[src/rtl/q4bd_pkg.sv]
// Package: payload types and helpers for the q4 block dequantizer.
`default_nettype none
package q4bd_pkg;
	localparam logic [31:0] QNAN_BITS = 32'h7FC0_0000;
	localparam logic [7:0]  EXP_INF   = 8'hFF;
	localparam logic [4:0]  HEXP_MAX  = 5'h1F;
	localparam logic [7:0]  EXP_BIAS  = 8'd102;
	localparam logic [3:0]  NIB_MID   = 4'd8;

	typedef struct packed {
		logic [15:0] scale_bits;
		logic [7:0]  quant_byte;
	} in_item_t;

	typedef struct packed {
		logic [31:0] value_even;
		logic [31:0] value_odd;
	} out_item_t;

	// per-lane decoded factor and product
	typedef struct packed {
		logic       neg;
		logic [3:0] kmag;
	} factor_t;

	typedef struct packed {
		logic        is_nan;
		logic        is_inf;
		logic        is_zero;
		logic        sign;
		logic [4:0]  hexp;
		logic [13:0] prod;
	} lane_t;
endpackage
`default_nettype wire

[src/rtl/q4bd_lane.sv]
// Lane: three-stage dequantization of one nibble against the half scale.
`default_nettype none
module q4bd_lane import q4bd_pkg::*; (
	input  wire logic        clk,
	input  wire logic        en_s1,
	input  wire logic        en_s2,
	input  wire logic        en_s3,
	input  wire logic [15:0] scale_bits,
	input  wire logic [3:0]  nibble,
	output logic [31:0]      value
);
	factor_t     fac_s1;
	logic [15:0] h_s1;
	lane_t       ln_s2;
	lane_t       ln_c;
	logic [31:0] val_c;
	logic [1:0]  shift_c;
	logic [7:0]  exp_c;
	logic [22:0] man_c;
	logic [22:0] pext_c;

	always_ff @(posedge clk) begin
		if (en_s1) begin
			h_s1       <= scale_bits;
			fac_s1.neg <= nibble < NIB_MID;
			fac_s1.kmag <= (nibble < NIB_MID) ? NIB_MID - nibble : nibble - NIB_MID;
		end
	end

	always_comb begin
		ln_c.sign    = h_s1[15] ^ fac_s1.neg;
		ln_c.hexp    = h_s1[14:10];
		ln_c.is_nan  = (h_s1[14:10] == HEXP_MAX) &&
			((h_s1[9:0] != 10'd0) || (fac_s1.kmag == 4'd0));
		ln_c.is_inf  = (h_s1[14:10] == HEXP_MAX);
		ln_c.is_zero = (h_s1[14:10] == 5'd0) || (fac_s1.kmag == 4'd0);
		ln_c.prod    = {4'b0001, h_s1[9:0]} * {10'd0, fac_s1.kmag};
	end

	always_ff @(posedge clk) begin
		if (en_s2) begin
			ln_s2 <= ln_c;
		end
	end

	always_comb begin
		priority if (ln_s2.prod[13]) shift_c = 2'd3;
		else if (ln_s2.prod[12])     shift_c = 2'd2;
		else if (ln_s2.prod[11])     shift_c = 2'd1;
		else                         shift_c = 2'd0;
		exp_c  = {3'd0, ln_s2.hexp} + EXP_BIAS + 8'd10 + {6'd0, shift_c};
		pext_c = {9'd0, ln_s2.prod} << (5'd13 - {3'd0, shift_c});
		man_c  = pext_c;
		priority if (ln_s2.is_nan) val_c = QNAN_BITS;
		else if (ln_s2.is_inf)     val_c = {ln_s2.sign, EXP_INF, 23'd0};
		else if (ln_s2.is_zero)    val_c = {ln_s2.sign, 31'd0};
		else                       val_c = {ln_s2.sign, exp_c, man_c};
	end

	always_ff @(posedge clk) begin
		if (en_s3) begin
			value <= val_c;
		end
	end
endmodule
`default_nettype wire

[src/rtl/q4_block_dequantizer_unit.sv]
// Top level: q4 block dequantizer, three-stage pipeline with two lanes.
//  channel | signals                        | payload
//  in      | in_valid, in_ready, in_data    | in_item_t  (scale_bits, quant_byte)
//  out     | out_valid, out_ready, out_data | out_item_t (value_even, value_odd)
// One transaction enters per cycle while the output does not stall; it passes
// through the decode, multiply and pack stages. Reset clears the stage valid bits.
// A stage advances when it is empty or the stage after it advances, so a stall
// holds the last stage and each occupied stage in an unbroken run behind it.
`default_nettype none
module q4_block_dequantizer_unit import q4bd_pkg::*; (
	input  wire logic      clk,
	input  wire logic      arst_n,
	input  wire logic      in_valid,
	output logic           in_ready,
	input  wire in_item_t  in_data,
	output logic           out_valid,
	input  wire logic      out_ready,
	output out_item_t      out_data
);
	logic vld_s1, vld_s2, vld_s3;
	logic en_s1, en_s2, en_s3;

	assign en_s3    = !vld_s3 || out_ready;
	assign en_s2    = !vld_s2 || en_s3;
	assign en_s1    = !vld_s1 || en_s2;
	assign in_ready = en_s1;
	assign out_valid = vld_s3;

	always_ff @(posedge clk or negedge arst_n) begin
		if (!arst_n) begin
			vld_s1 <= 1'b0;
			vld_s2 <= 1'b0;
			vld_s3 <= 1'b0;
		end else begin
			if (en_s1) vld_s1 <= in_valid;
			if (en_s2) vld_s2 <= vld_s1;
			if (en_s3) vld_s3 <= vld_s2;
		end
	end

	q4bd_lane u_even (
		.clk(clk), .en_s1(en_s1), .en_s2(en_s2), .en_s3(en_s3),
		.scale_bits(in_data.scale_bits), .nibble(in_data.quant_byte[3:0]),
		.value(out_data.value_even)
	);

	q4bd_lane u_odd (
		.clk(clk), .en_s1(en_s1), .en_s2(en_s2), .en_s3(en_s3),
		.scale_bits(in_data.scale_bits), .nibble(in_data.quant_byte[7:4]),
		.value(out_data.value_odd)
	);
endmodule
`default_nettype wire

[config.mk]
export PLATFORM = sky130hd
export DESIGN_NAME = q4_block_dequantizer_unit
export DESIGN_NICKNAME = d
export VERILOG_FILES = /design/src/rtl/q4bd_pkg.sv /design/src/rtl/q4bd_lane.sv /design/src/rtl/q4_block_dequantizer_unit.sv
export SDC_FILE = /design/constraint.sdc
export NUM_CORES = 1
export LEC_CHECK = 0
export ABC_AREA = 1
export BUFFER_PORTS_ARGS = -buffer_cell sky130_fd_sc_hd__buf_2
export CORE_ASPECT_RATIO = 0.9
export CORE_MARGIN = 10
export CORE_UTILIZATION = 35
export DETAILED_ROUTE_END_ITERATION = 6
export PLACE_DENSITY = 0.57
export RECOVER_POWER = 100
export SLEW_MARGIN = 20
export SYNTH_ARGS = -nofsm -noshare
export SYNTH_HDL_FRONTEND = slang
export SYNTH_HIERARCHICAL = 1
export SYNTH_SLANG_ARGS = --single-unit
[constraint.sdc]
create_clock -name clk -period 3.4 [get_ports clk]
set_input_delay 0.17 -clock clk [delete_from_list [all_inputs] [get_ports clk]]
set_output_delay 0.17 -clock clk [all_outputs]
set_load 0.02 [all_outputs]
### After elaboration in Yosys (flattened, before gate mapping)

Index checks and enable logic that the tools add are counted.

| word-level totals | value |
|---|---|
| flip-flop bits (word level) | 133 |
| output and inout port bits | 66 |
| word-level logic and storage cells | 75 |
| bits of input ports | 28 |

| cells by class | value |
|---|---|
| reductions and logical operators | 20 |
| bitwise logic cells | 2 |
| shifts and indexed selects | 2 |
| add/subtract/negate cells | 10 |
| equal/unequal tests | 1 |
| multiplexer cells | 12 |
| $mul | 2 |
| order comparisons | 2 |

Operator list:

| cell | count |
|---|---|
| $mux W31 | 2 |
| $mux W23 | 2 |
| $shl A14 B5 Y23 | 2 |
| $mul A11 B4 Y14 | 2 |
| $add A8 B2 Y8 | 2 |
| $reduce_bool A10 Y1 | 1 |
| $sub A4 B2 Y5 const A | 2 |
| $add A5 B7 Y8 const B | 1 |
| $add A8 B4 Y8 const B | 1 |
| $logic_not A4 Y1 | 2 |
| $lt A4 B4 Y1 const B | 2 |
| $mux W2 | 4 |
| $mux W4 | 2 |
| $sub A4 B4 Y4 const A | 2 |
| $sub A4 B4 Y4 const B | 2 |
| $logic_or A1 B1 Y1 | 7 |
| $reduce_or A3 Y1 | 2 |
| $eq A5 B5 Y1 const B | 1 |
| $logic_not A5 Y1 | 1 |
| $reduce_or A2 Y1 | 2 |
| $logic_not A1 Y1 | 3 |
| $logic_and A1 B1 Y1 | 2 |
| $mux W1 | 2 |
| $xor A1 B1 Y1 | 2 |

### Logic depth before layout (Yosys ltp)

Gate-level depths: netlist (run 1).

| logic depth | value |
|---|---|
| depth after elaboration | 7 |
| depth in mapped cells | 16 |
| mapped depth without buffers | 15 |

### Hierarchy

The synthesis (run 1) kept the hierarchy.

Modules (own cells, without submodules):

| module | sequential area each (µm²) | cells an instance | times used | area each (µm²) |
|---|---|---|---|---|
| q4bd_lane (u_odd) | 2042.0 | 446 | 1 | 4149.0 |
| q4bd_lane (u_even) | 2042.0 | 444 | 1 | 4141.5 |
| q4_block_dequantizer_unit | 75.1 | 13 | 1 | 122.6 |

### Least setup slack after synthesis (run 1)

Ideal clock, no wire load.

| timing path | value |
|---|---|
| path type | flip-flop to flip-flop |
| start | register u_odd/fac_s1[3] (netlist bit) |
| end | register u_odd/ln_s2[10] (netlist bit) (data pin) |
| setup slack | 429 ps |
| library setup time | 252 ps |
| path buffers | 1 |
| period minus slack after synthesis | 2971 ps |
| cell stages (with the launch flop) | 14 |
| arrival time | 2719 ps |
| required time | 3148 ps |
| cells stage by stage | edfxtp_1 clkbuf_1 nand2_1 inv_1 fa_1 inv_1 fa_1 inv_1 ha_1 or2_2 nand3_1 nand2_1 nand2_1 nand2_1 |

RTL lines:

| what | line | RTL |
|---|---|---|
| start: declaration | q4bd_lane.sv:12 | `factor_t fac_s1;` |
| end signal: assignment | q4bd_lane.sv:42 | `ln_s2 <= ln_c;` |
| end: declaration | q4bd_lane.sv:14 | `lane_t ln_s2;` |

==> results.yml, run 1 <==
status:
  status: "finished with violations"
  violations: "max-capacitance violations, max-slew violations"
setup_path:
  reg2reg_from: "u_even/fac_s1[3]"
  critPathBufInv: 3
  required_ps: 3570
  cpMostUsedCell: "nand2_1"
  crit_slowest_cell: "edfxtp_1"
  r2r_end: "u_even/ln_s2[10]"
  max_stage_delay_ps: 560
  ff2ff_setup_slack_ps: 250
  critPathKind: "register to register"
  arrival_ps: 3320
  start_kind: "register"
  critical_path.max_fanout: 12
  r2r_cells: 13
  crit_family: "adder cells"
  crit_chain: "nand2_1, inv_1, fa_1, inv_1, fa_1, inv_1, ha_1, a21oi_1, nor2_1, nor2_1, nand2_1, nand2_1, nand2_1"
  cp-end-kind: "register"
  startpoint: "u_even/fac_s1[3]"
synthesis:
  synth_most_common_cell: "nand2_1"
  synth-edff-count: 136
  ys_types: 27
  yosysWarnings: 6
  netlist.area_leader.share: 0.4854
  ys_seq_area_frac: 0.4943
  syn_avg_cell_area_sq_um: 9.317
  synth_flop_cell: "edfxtp_1"
  ys_top_cells_by_count: "nand2_1 (251), inv_1 (203), edfxtp_1 (136)"
  synth.cell_area_sq_mm: 0.008413
  syn-instance-count: 903
  postSynth.asyncResetShare: 0.02158
  yosys.area.top_type: "edfxtp_1"
  ys_seq_elements: 139
  synth.area.top_cells: "edfxtp_1 (49%), nand2_1 (11%), inv_1 (9.1%)"
timing:
  clock.fmax_ghz: 0.3173
  period_share: 0.9269
  min_period_ps: 3151
  tns_ps: 0
  hold_viol_final: 0
  tightest_slew_ps: 1935
  skew_ps: 15.88
  setup_viol: 0
  rsz0062_at_grt: "no"
  finalMaxSlewViolations: 50
  max_slew_margin: -0.2929
cells_and_area:
  drive_gt1_frac: 0.04492
  final_cells: 1326
  fill_cells: 2343
  insertedDiodeCount: 0
  regArea_sq_mm: 0.004159
  multiInputGateArea_sq_mm: 0.003356
  synthToLayoutAreaGrowth_pct: 15.65
  nets: 1117
route:
  drc: 0
  wl_met3_microns: 1077
  wirelength_microns: 16800
  vias: 5885
  via_per_inst: 4.438
  final_antenna_net_count: 0
  wl_met2_microns: 6953
  wl_met1_microns: 8667
  routedWlPerCell_microns: 12.67
  dr.max_layer_used: "met4"
  first_pass_iters: 5
  drtIter0Drc: 364
clock_tree:
  cts_setup_buffers: 0
  htreeDepth: 4
  cts_buffer_depth: 2
  clk_pin_slew_worst_paths_ps: 60
  post_cts_resized: 0
  cts.sinks: 139
  cts_buffers: 17
  cts_tree: "done"
  clk_latency_ps: 410
  post_cts_hold_buffer_count: 20
  cts-root-buf: "clkbuf_16"
floorplanning:
  chipHeight_microns: 167.1
  dieArea_sq_mm: 0.03065
  die-width_microns: 183.4
  initial_core_util: 0.3574
  core_area_sq_mm: 0.02354
  ioPinCount: 94
  fp-row-count: 53
hold_path:
  hold_path.class: "input pin to register"
  hold_depth: 2
  hp-start: "in_data[7]"
  min_to: "u_odd/fac_s1[4]"
power_and_ir_drop:
  internal_power_mw: 4.209
  ir_drop_v: 0.0003868
  seq_power_share: 0.399
  power_density_mw_per_mm2: 685.0
  p_sw_frac: 0.3684
  p_leak_nw: 4.743
  power_switching_mw: 2.455
  p_comb_frac: 0.345
  pwr-share-clk: 0.256
placement:
  place_congestion: 0.8424
  port_buffers: 77
  hpwl_microns: 13240
  dp_cells: 1274
global_routing:
  overflow: 0
  grt_pass1_vias: 5672
  grt_util_all_layers: 0.1118
  grt_pass1_wl_microns: 27980
  grt_max_degree: 50
  antenna_found_initial: 0
job:
  max-cap-violations: 1
## layout by cell type (no fill, tap or decap)
cell type | netlist | final
buf_4 | 16 | 1
fa_1 | 38 | 38
edfxtp_1 | 136 | 136
or2_2 | 4 | 4
inv_1 | 203 | 203
nand4_1 | 8 | 9
clkinvlp_4 | 0 | 2
nor3_4 | 2 | 2
o21ai_0 | 33 | 34
dlygate4sd3_1 | 0 | 20
clkbuf_16 | 0 | 17
nand3b_1 | 1 | 1
clkinv_4 | 0 | 3
xnor2_1 | 2 | 2
nor4_1 | 2 | 2
nor2_1 | 50 | 50
inv_6 | 0 | 4
bufinv_16 | 0 | 1
xor2_1 | 16 | 16
o22ai_1 | 18 | 18
clkinv_1 | 0 | 1
nand3_1 | 41 | 41
ha_1 | 40 | 40
nand2_1 | 251 | 251
clkbuf_1 | 8 | 75
o41ai_1 | 2 | 2
dfrtp_1 | 3 | 3
nand2_2 | 2 | 2
conb_1 | 2 | 20
buf_2 | 5 | 9
a21oi_1 | 16 | 16
clkinv_2 | 0 | 1
## power by group through the flow
stage               clock, mW  combinational (mW)  sequential [mW]
floorplan                   0                1.61             2.81
global route             1.84                2.67             2.71
CTS                      1.77                2.38             2.66
finish                   1.71                2.30             2.66
global placement            0                2.33             2.68
detailed placement          0                2.35             2.69
## cells by family after synthesis
family          synth area share
fa+ha+maj                 0.1499
xor+xnor                 0.01874
other cells            0.0008927
flops                     0.4943
simple gates              0.1768
compound gates           0.04521
buf+inv                   0.1141
## final cells by class
type	count	share of cell area
tap	302	0.03884
clock inverter	12	0.01183
sequential	139	0.4275
inverter	203	0.07832
timing repair buffer	102	0.05376
multi-input combinational	548	0.3449
clock buffer	20	0.04488
## worst reg2reg max path, cell delays in order (launching register included)
cell	delay [ps]
edfxtp_1	560
nand2_1	130
inv_1	60
fa_1	530
inv_1	60
fa_1	530
inv_1	40
ha_1	360
a21oi_1	250
nor2_1	60
nor2_1	160
nand2_1	70
nand2_1	60
nand2_1	50
## metrics by stage
| step | instance area, sq um | utilization | hold slack, ps | power [mW] | worst slack, ps |
|---|---|---|---|---|---|
| 6_report | 9729 | 0.4133 | 55.56 | 6.664 | 248.6 |
| 4_1_cts | 9843 | 0.4181 | 38.27 | 6.801 | 271.6 |
| 2_1_floorplan | 8481 | - | -125.6 | 4.416 | 429.0 |
| 5_1_grt | 9729 | 0.4133 | 51.75 | 7.223 | 3.356 |
| 3_5_place_dp | 9091 | 0.3862 | -30.07 | 5.037 | 278.2 |
| 3_3_place_gp | 9091 | 0.3862 | -29.98 | 5.017 | 261.6 |
## worst max path at each step
stage	to	slack, ps	depth (start not counted)
after floorplan	u_odd/ln_s2[10]	430	13
after global placement	u_even/ln_s2[10]	260	13
after detailed placement	u_even/ln_s2[10]	280	13
after CTS	u_even/ln_s2[10]	270	13
after global routing	u_odd/ln_s2[11]	3	15
final	u_even/ln_s2[10]	250	13
## registers in the layout, indices dropped and copies added (netlist names)
signal         count
out_valid          1
u_even/fac_s1      5
u_even/h_s1       16
u_even/ln_s2      23
u_even/value      24
u_odd/fac_s1       5
u_odd/h_s1        16
u_odd/ln_s2       23
u_odd/value       24
vld_s1             1
vld_s2             1
## metal layers
| metal | vias up | global-route usage |
|---|---|---|
| met5 | - | 0 |
| met4 | 0 | 0.02956 |
| met3 | 6 | 0.03481 |
| met2 | 140 | 0.1574 |
| met1 | 2700 | 0.1608 |
| li1 | 3039 | - |
No activity file was read; power rests on OpenSTA's default activity.
==> run 2: changes to the inputs <==
--- a/config.mk
+++ b/config.mk
@@ -7,11 +7,13 @@
 export LEC_CHECK = 0
 export ABC_AREA = 1
 export BUFFER_PORTS_ARGS = -buffer_cell sky130_fd_sc_hd__buf_2
+export CELL_PAD_IN_SITES_DETAIL_PLACEMENT = 1
+export CELL_PAD_IN_SITES_GLOBAL_PLACEMENT = 1
 export CORE_ASPECT_RATIO = 0.9
 export CORE_MARGIN = 10
 export CORE_UTILIZATION = 35
 export DETAILED_ROUTE_END_ITERATION = 6
-export PLACE_DENSITY = 0.57
+export PLACE_DENSITY_LB_ADDON = 0.1
 export RECOVER_POWER = 100
 export SLEW_MARGIN = 20
 export SYNTH_ARGS = -nofsm -noshare
==> run 2 against run 1 <==
The flow still finishes with violations (max-capacitance violations, max-slew violations). Sequential share of layout area fell by 0.42 points. Global-route usage is 2.1 points higher. Die area is the same. Flip-flop and latch count unchanged. First-iteration DRC count is 20% lower.
==> results.yml, run 2 (synthesis gave the netlist of run 1 again) <==
clock_tree:
  cts_buffer_depth: 2
  cts-root-buf: "clkbuf_16"
  cts_tree: "done"
  clk_latency_ps: 420
  cts_buffers: 17
  htreeDepth: 4
  cts.sinks: 139
  clk_pin_slew_worst_paths_ps: 60
placement:
  hpwl_microns: 15310
  dp_cells: 1275
  port_buffers: 77
  place_congestion: 0.7792
power_and_ir_drop:
  ir_drop_v: 0.0003257
  power_density_mw_per_mm2: 709.4
  p_leak_nw: 4.804
  power_mw: 6.971
timing:
  rsz0062_at_grt: "no"
  hold_viol_final: 0
  period_share: 0.9286
  finalMaxSlewViolations: 88
  setup_viol: 0
  min_period_ps: 3157
  clock.fmax_ghz: 0.3167
  tns_ps: 0
  tightest_slew_ps: 1959
  skew_ps: 19.32
  max_slew_margin: -0.3095
route:
  routedWlPerCell_microns: 14.82
  wirelength_microns: 19770
  via_per_inst: 4.514
  drc: 0
  final_antenna_net_count: 0
  drtIter0Drc: 291
  vias: 6022
  first_pass_iters: 4
global_routing:
  grt_pass1_vias: 6331
  overflow: 0
  grt_max_degree: 50
  grt_pass1_wl_microns: 32890
  antenna_found_initial: 0
  grt_util_all_layers: 0.1325
setup_path:
  critPathBufInv: 3
  required_ps: 3580
  start_kind: "register"
  crit_slowest_cell: "edfxtp_1"
  cpMostUsedCell: "nand2_1"
  critPathKind: "register to register"
  crit_chain: "nand2_1, inv_1, fa_1, inv_1, fa_1, inv_1, ha_1, a21oi_1, nor2_1, nor2_1, nand2_1, nand2_1, nand2_1"
  crit_family: "adder cells"
  arrival_ps: 3340
  cp-end-kind: "register"
  max_stage_delay_ps: 570
  critical_path.max_fanout: 11
cells_and_area:
  drive_gt1_frac: 0.05233
  mostFrequentLayoutCells: "nand2_1 (252), inv_1 (203), edfxtp_1 (136), clkbuf_1 (73), nor2_1 (50)"
  final_util: 0.4174
  nets: 1125
  mostFrequentLayoutCell: "nand2_1"
  insertedDiodeCount: 0
  synthToLayoutAreaGrowth_pct: 16.81
  final_cells: 1334
  largestRegisters: "u_even/value (24), u_odd/value (24)"
floorplanning:
  initial_core_util: 0.3574
  dieArea_sq_mm: 0.03065
  die-width_microns: 183.4
  fp-row-count: 53
  core_area_sq_mm: 0.02354
  ioPinCount: 94
  chipHeight_microns: 167.1
job:
  max-cap-violations: 2
status:
  status: "finished with violations"
  violations: "max-capacitance violations, max-slew violations"
hold_path:
  hold_path.class: "input pin to register"
[run 2: cell types whose count changed in the layout (fill, tap and decap cells not counted), moves of 2 or more]
cell,previous run,this run
inv_8,0,5
buf_4,1,8
buf_2,9,7
clkbuf_1,75,73
[run 2: final cells by class]
cell class	count	area [sq um]
timing repair buffer	110	581.8
clock inverter	15	178.9
fill	2777	13710
tap	302	377.9
inverter	203	762.0
clock buffer	17	425.4
sequential	139	4159
multi-input combinational	548	3342
[run 2: final timing paths]
path                             startpoint                to  slack (ps)  cells past startpoint
max reg2reg                u_even/fac_s1[1]  u_even/ln_s2[10]         240                     13
min in group asynchronous            arst_n         out_valid         110                      2
min                              in_data[3]  u_even/fac_s1[4]          50                      2
max                        u_even/fac_s1[1]  u_even/ln_s2[10]         240                     13
min reg2reg                          vld_s1            vld_s2         470                      2
max in group asynchronous            arst_n            vld_s2        3110                      2
[run 2: per-layer routing]
metal,share of wire,up-vias,global-route usage
met4,0.0069,0,0.03098
met3,0.047,10,0.03263
met2,0.44,108,0.2002
li1,-,3047,-
met1,0.51,2857,0.1859
met5,0,-,0
[run 2: what timing repair did]
item,CTS,global route
setup buffers,0,7
hold endpoints to repair,38,0
gates resized for setup,0,0
hold buffers,20,0
endpoints found under the setup margin,0,6
[run 2: metrics by stage]
step	setup WS [ps]	instance area [sq um]	hold WS, ps
6_report	242.9	9827	54.64
2_1_floorplan	429.0	8481	-125.6
3_5_place_dp	129.7	9099	-21.90
3_3_place_gp	168.6	9099	-26.15
4_1_cts	127.5	9903	35.99
5_1_grt	4.168	9827	45.07
[run 2: power by group]
| part | total, mW | switching [mW] | internal [mW] |
|---|---|---|---|
| logic | 2.44 | 1.65 | 0.790 |
| clock network | 1.89 | 0.780 | 1.11 |
| registers | 2.64 | 0.215 | 2.43 |
[run 2: worst register-to-register path: cells and delay by family (launching register included)]
family | cells | cell delay, ps
adders and majority gates | 3 | 1370
buffers and inverters | 3 | 150
AOI/OAI and AO/OA | 1 | 290
DFF | 1 | 570
and+or+nand+nor | 6 | 550
==> run 3: changes to the inputs <==
--- a/config.mk
+++ b/config.mk
@@ -11,7 +11,7 @@
 export CELL_PAD_IN_SITES_GLOBAL_PLACEMENT = 1
 export CORE_ASPECT_RATIO = 0.9
 export CORE_MARGIN = 10
-export CORE_UTILIZATION = 35
+export CORE_UTILIZATION = 46
 export DETAILED_ROUTE_END_ITERATION = 6
 export PLACE_DENSITY_LB_ADDON = 0.1
 export RECOVER_POWER = 100
==> run 3 against run 2 <==
The flow still finishes with violations (max-capacitance violations, max-slew violations). Worst hold slack lost 10 ps. Maximum frequency is 2.2% lower. Sequential power is essentially flat. Clock skew fell by 5.6 ps. Die area decreased by 21%. Global-route usage grew 3.4 points. Sequential share of layout area rose by 0.36 points. Routed wire length is 1.6% lower. Power down 0.57%. Flip-flop and latch count stayed put.
==> results.yml, run 3 (synthesis gave the netlist of run 1 again) <==
clock_tree:
  cts_buffers: 17
  cts-root-buf: "clkbuf_16"
  clk_latency_ps: 420
  clk_pin_slew_worst_paths_ps: 60
  cts.sinks: 139
  htreeDepth: 4
  cts_buffer_depth: 2
  cts_tree: "done"
status:
  status: "finished with violations"
  violations: "max-capacitance violations, max-slew violations"
floorplanning:
  dieArea_sq_mm: 0.02411
  initial_core_util: 0.4731
  die-width_microns: 162.6
  fp-row-count: 46
  core_area_sq_mm: 0.01778
  ioPinCount: 94
  chipHeight_microns: 148.3
placement:
  place_congestion: 0.8046
  place_ws_ps: 159.4
  hpwl_microns: 14950
  port_buffers: 77
  dp_cells: 1214
  dpl_cell_area_sq_mm: 0.009029
cells_and_area:
  fill_cells: 2114
  drive_gt1_frac: 0.05615
  mostFrequentLayoutCells: "nand2_1 (252), inv_1 (203), edfxtp_1 (136), clkbuf_1 (72), nor2_1 (50)"
  final_area_sq_mm: 0.009743
  insertedDiodeCount: 0
  final_util: 0.5478
  mostFrequentLayoutCell: "nand2_1"
  nets: 1127
  synthToLayoutAreaGrowth_pct: 15.81
  final_cells: 1273
  largestRegisters: "u_even/value (24), u_odd/value (24)"
power_and_ir_drop:
  power_density_mw_per_mm2: 711.4
  p_leak_nw: 4.810
  ir_drop_v: 0.0003860
setup_path:
  required_ps: 3570
  critPathKind: "register to register"
  reg2reg_from: "u_even/fac_s1[3]"
  crit_chain: "buf_4, nand2_1, fa_1, inv_1, fa_1, ha_1, nand2_1, inv_1, a21oi_1, nand3_1, nand2_1, nand2_1"
  r2r_cells: 12
  critical_path.max_fanout: 11
  cpMostUsedCell: "nand2_1"
  cp-end-kind: "register"
  start_kind: "register"
  crit_slowest_cell: "edfxtp_1"
  ff2ff_setup_slack_ps: 170
  max_stage_delay_ps: 610
  r2r_end: "u_even/ln_s2[11]"
  arrival_ps: 3390
global_routing:
  grt_util_all_layers: 0.1665
  antenna_found_initial: 0
  grt_pass1_vias: 6262
  grt_max_degree: 50
  overflow: 0
  grt_pass1_wl_microns: 32400
hold_path:
  hp-start: "in_data[5]"
  hold_depth: 2
  min_to: "u_odd/fac_s1[3]"
  hold_path.class: "input pin to register"
route:
  vias: 6136
  via_per_inst: 4.820
  drtIter0Drc: 272
  drc: 0
  first_pass_iters: 5
  final_antenna_net_count: 0
  routedWlPerCell_microns: 15.28
  wirelength_microns: 19450
timing:
  hold_viol_final: 0
  rsz0062_at_grt: "no"
  finalMaxSlewViolations: 50
  max_slew_margin: -0.2296
  tightest_slew_ps: 1840
  skew_ps: 13.73
  min_period_ps: 3227
  setup_slack_ps: 172.9
  period_share: 0.9492
  tns_ps: 0
  setup_viol: 0
  clock.fmax_ghz: 0.3099
job:
  max-cap-violations: 1
==> run 3: cell types whose count changed in the layout (fill, tap and decap cells not counted), moves of 2 or more <==
cell and change:
inv_6 +3, buf_2 +2, inv_8 -4, clkinv_2 +2
==> run 3: layer usage <==
| metal | track usage | share of wire | vias to the layer above |
|---|---|---|---|
| met3 | 0.04305 | 0.056 | 11 |
| met5 | 0 | 0 | - |
| li1 | - | - | 3046 |
| met4 | 0.04730 | 0.0061 | 0 |
| met2 | 0.2496 | 0.44 | 127 |
| met1 | 0.2328 | 0.50 | 2952 |
==> run 3: power breakdown <==
part           internal, mW  leakage [nW]  switching (mW)  total (mW)
combinational         0.787          3.10            1.63        2.42
sequential             2.43          1.43           0.227        2.66
clock                  1.09         0.283           0.763        1.86
==> run 3: final cells by class <==
| type | instances | area (sq um) | area share |
|---|---|---|---|
| tap | 240 | 300.3 | 0.03082 |
| sequential | 139 | 4159 | 0.4269 |
| inverter | 203 | 762.0 | 0.07821 |
| multi-input combinational | 548 | 3346 | 0.3434 |
| timing repair buffer | 112 | 593.1 | 0.06087 |
| clock inverter | 14 | 157.7 | 0.01618 |
| clock buffer | 17 | 425.4 | 0.04366 |
==> run 3: how the worst max path moves through the flow <==
stage / from / end / slack, ps / cells after the start
after floorplan: u_odd/fac_s1[3] / u_odd/ln_s2[10] / 430 / 13
after global placement: u_even/fac_s1[3] / u_even/ln_s2[8] / 200 / 10
after detailed placement: u_even/fac_s1[3] / u_even/ln_s2[8] / 160 / 10
after CTS: u_even/fac_s1[3] / u_even/ln_s2[10] / 130 / 13
after global routing: u_odd/fac_s1[2] / u_odd/ln_s2[12] / 10 / 13
final: u_even/fac_s1[3] / u_even/ln_s2[11] / 170 / 12
==> run 3: critical path, delay by kind of cell, from the launching register on <==
| family | cells | cell delay (ps) |
|---|---|---|
| compound gates | 1 | 210 |
| flops | 1 | 610 |
| buf+inv | 3 | 300 |
| simple gates | 5 | 460 |
| fa+ha+maj | 3 | 1400 |
==> run 3: through the flow <==
stage                     hold WS, ps  total power [mW]
after global placement         -26.36             5.051
after floorplan                -125.6             4.416
after CTS                       27.71             7.050
after global routing            40.01             7.474
final                           44.47             6.931
after detailed placement       -25.77             5.141
==> run 3: repair_timing <==
action | 4_1_cts | 5_1_grt
hold endpoints to repair | 38 | 0
endpoints found under the setup margin | 0 | 3
buffers inserted | 0 | 8
hold buffers | 20 | 0
resized for setup | 0 | 1
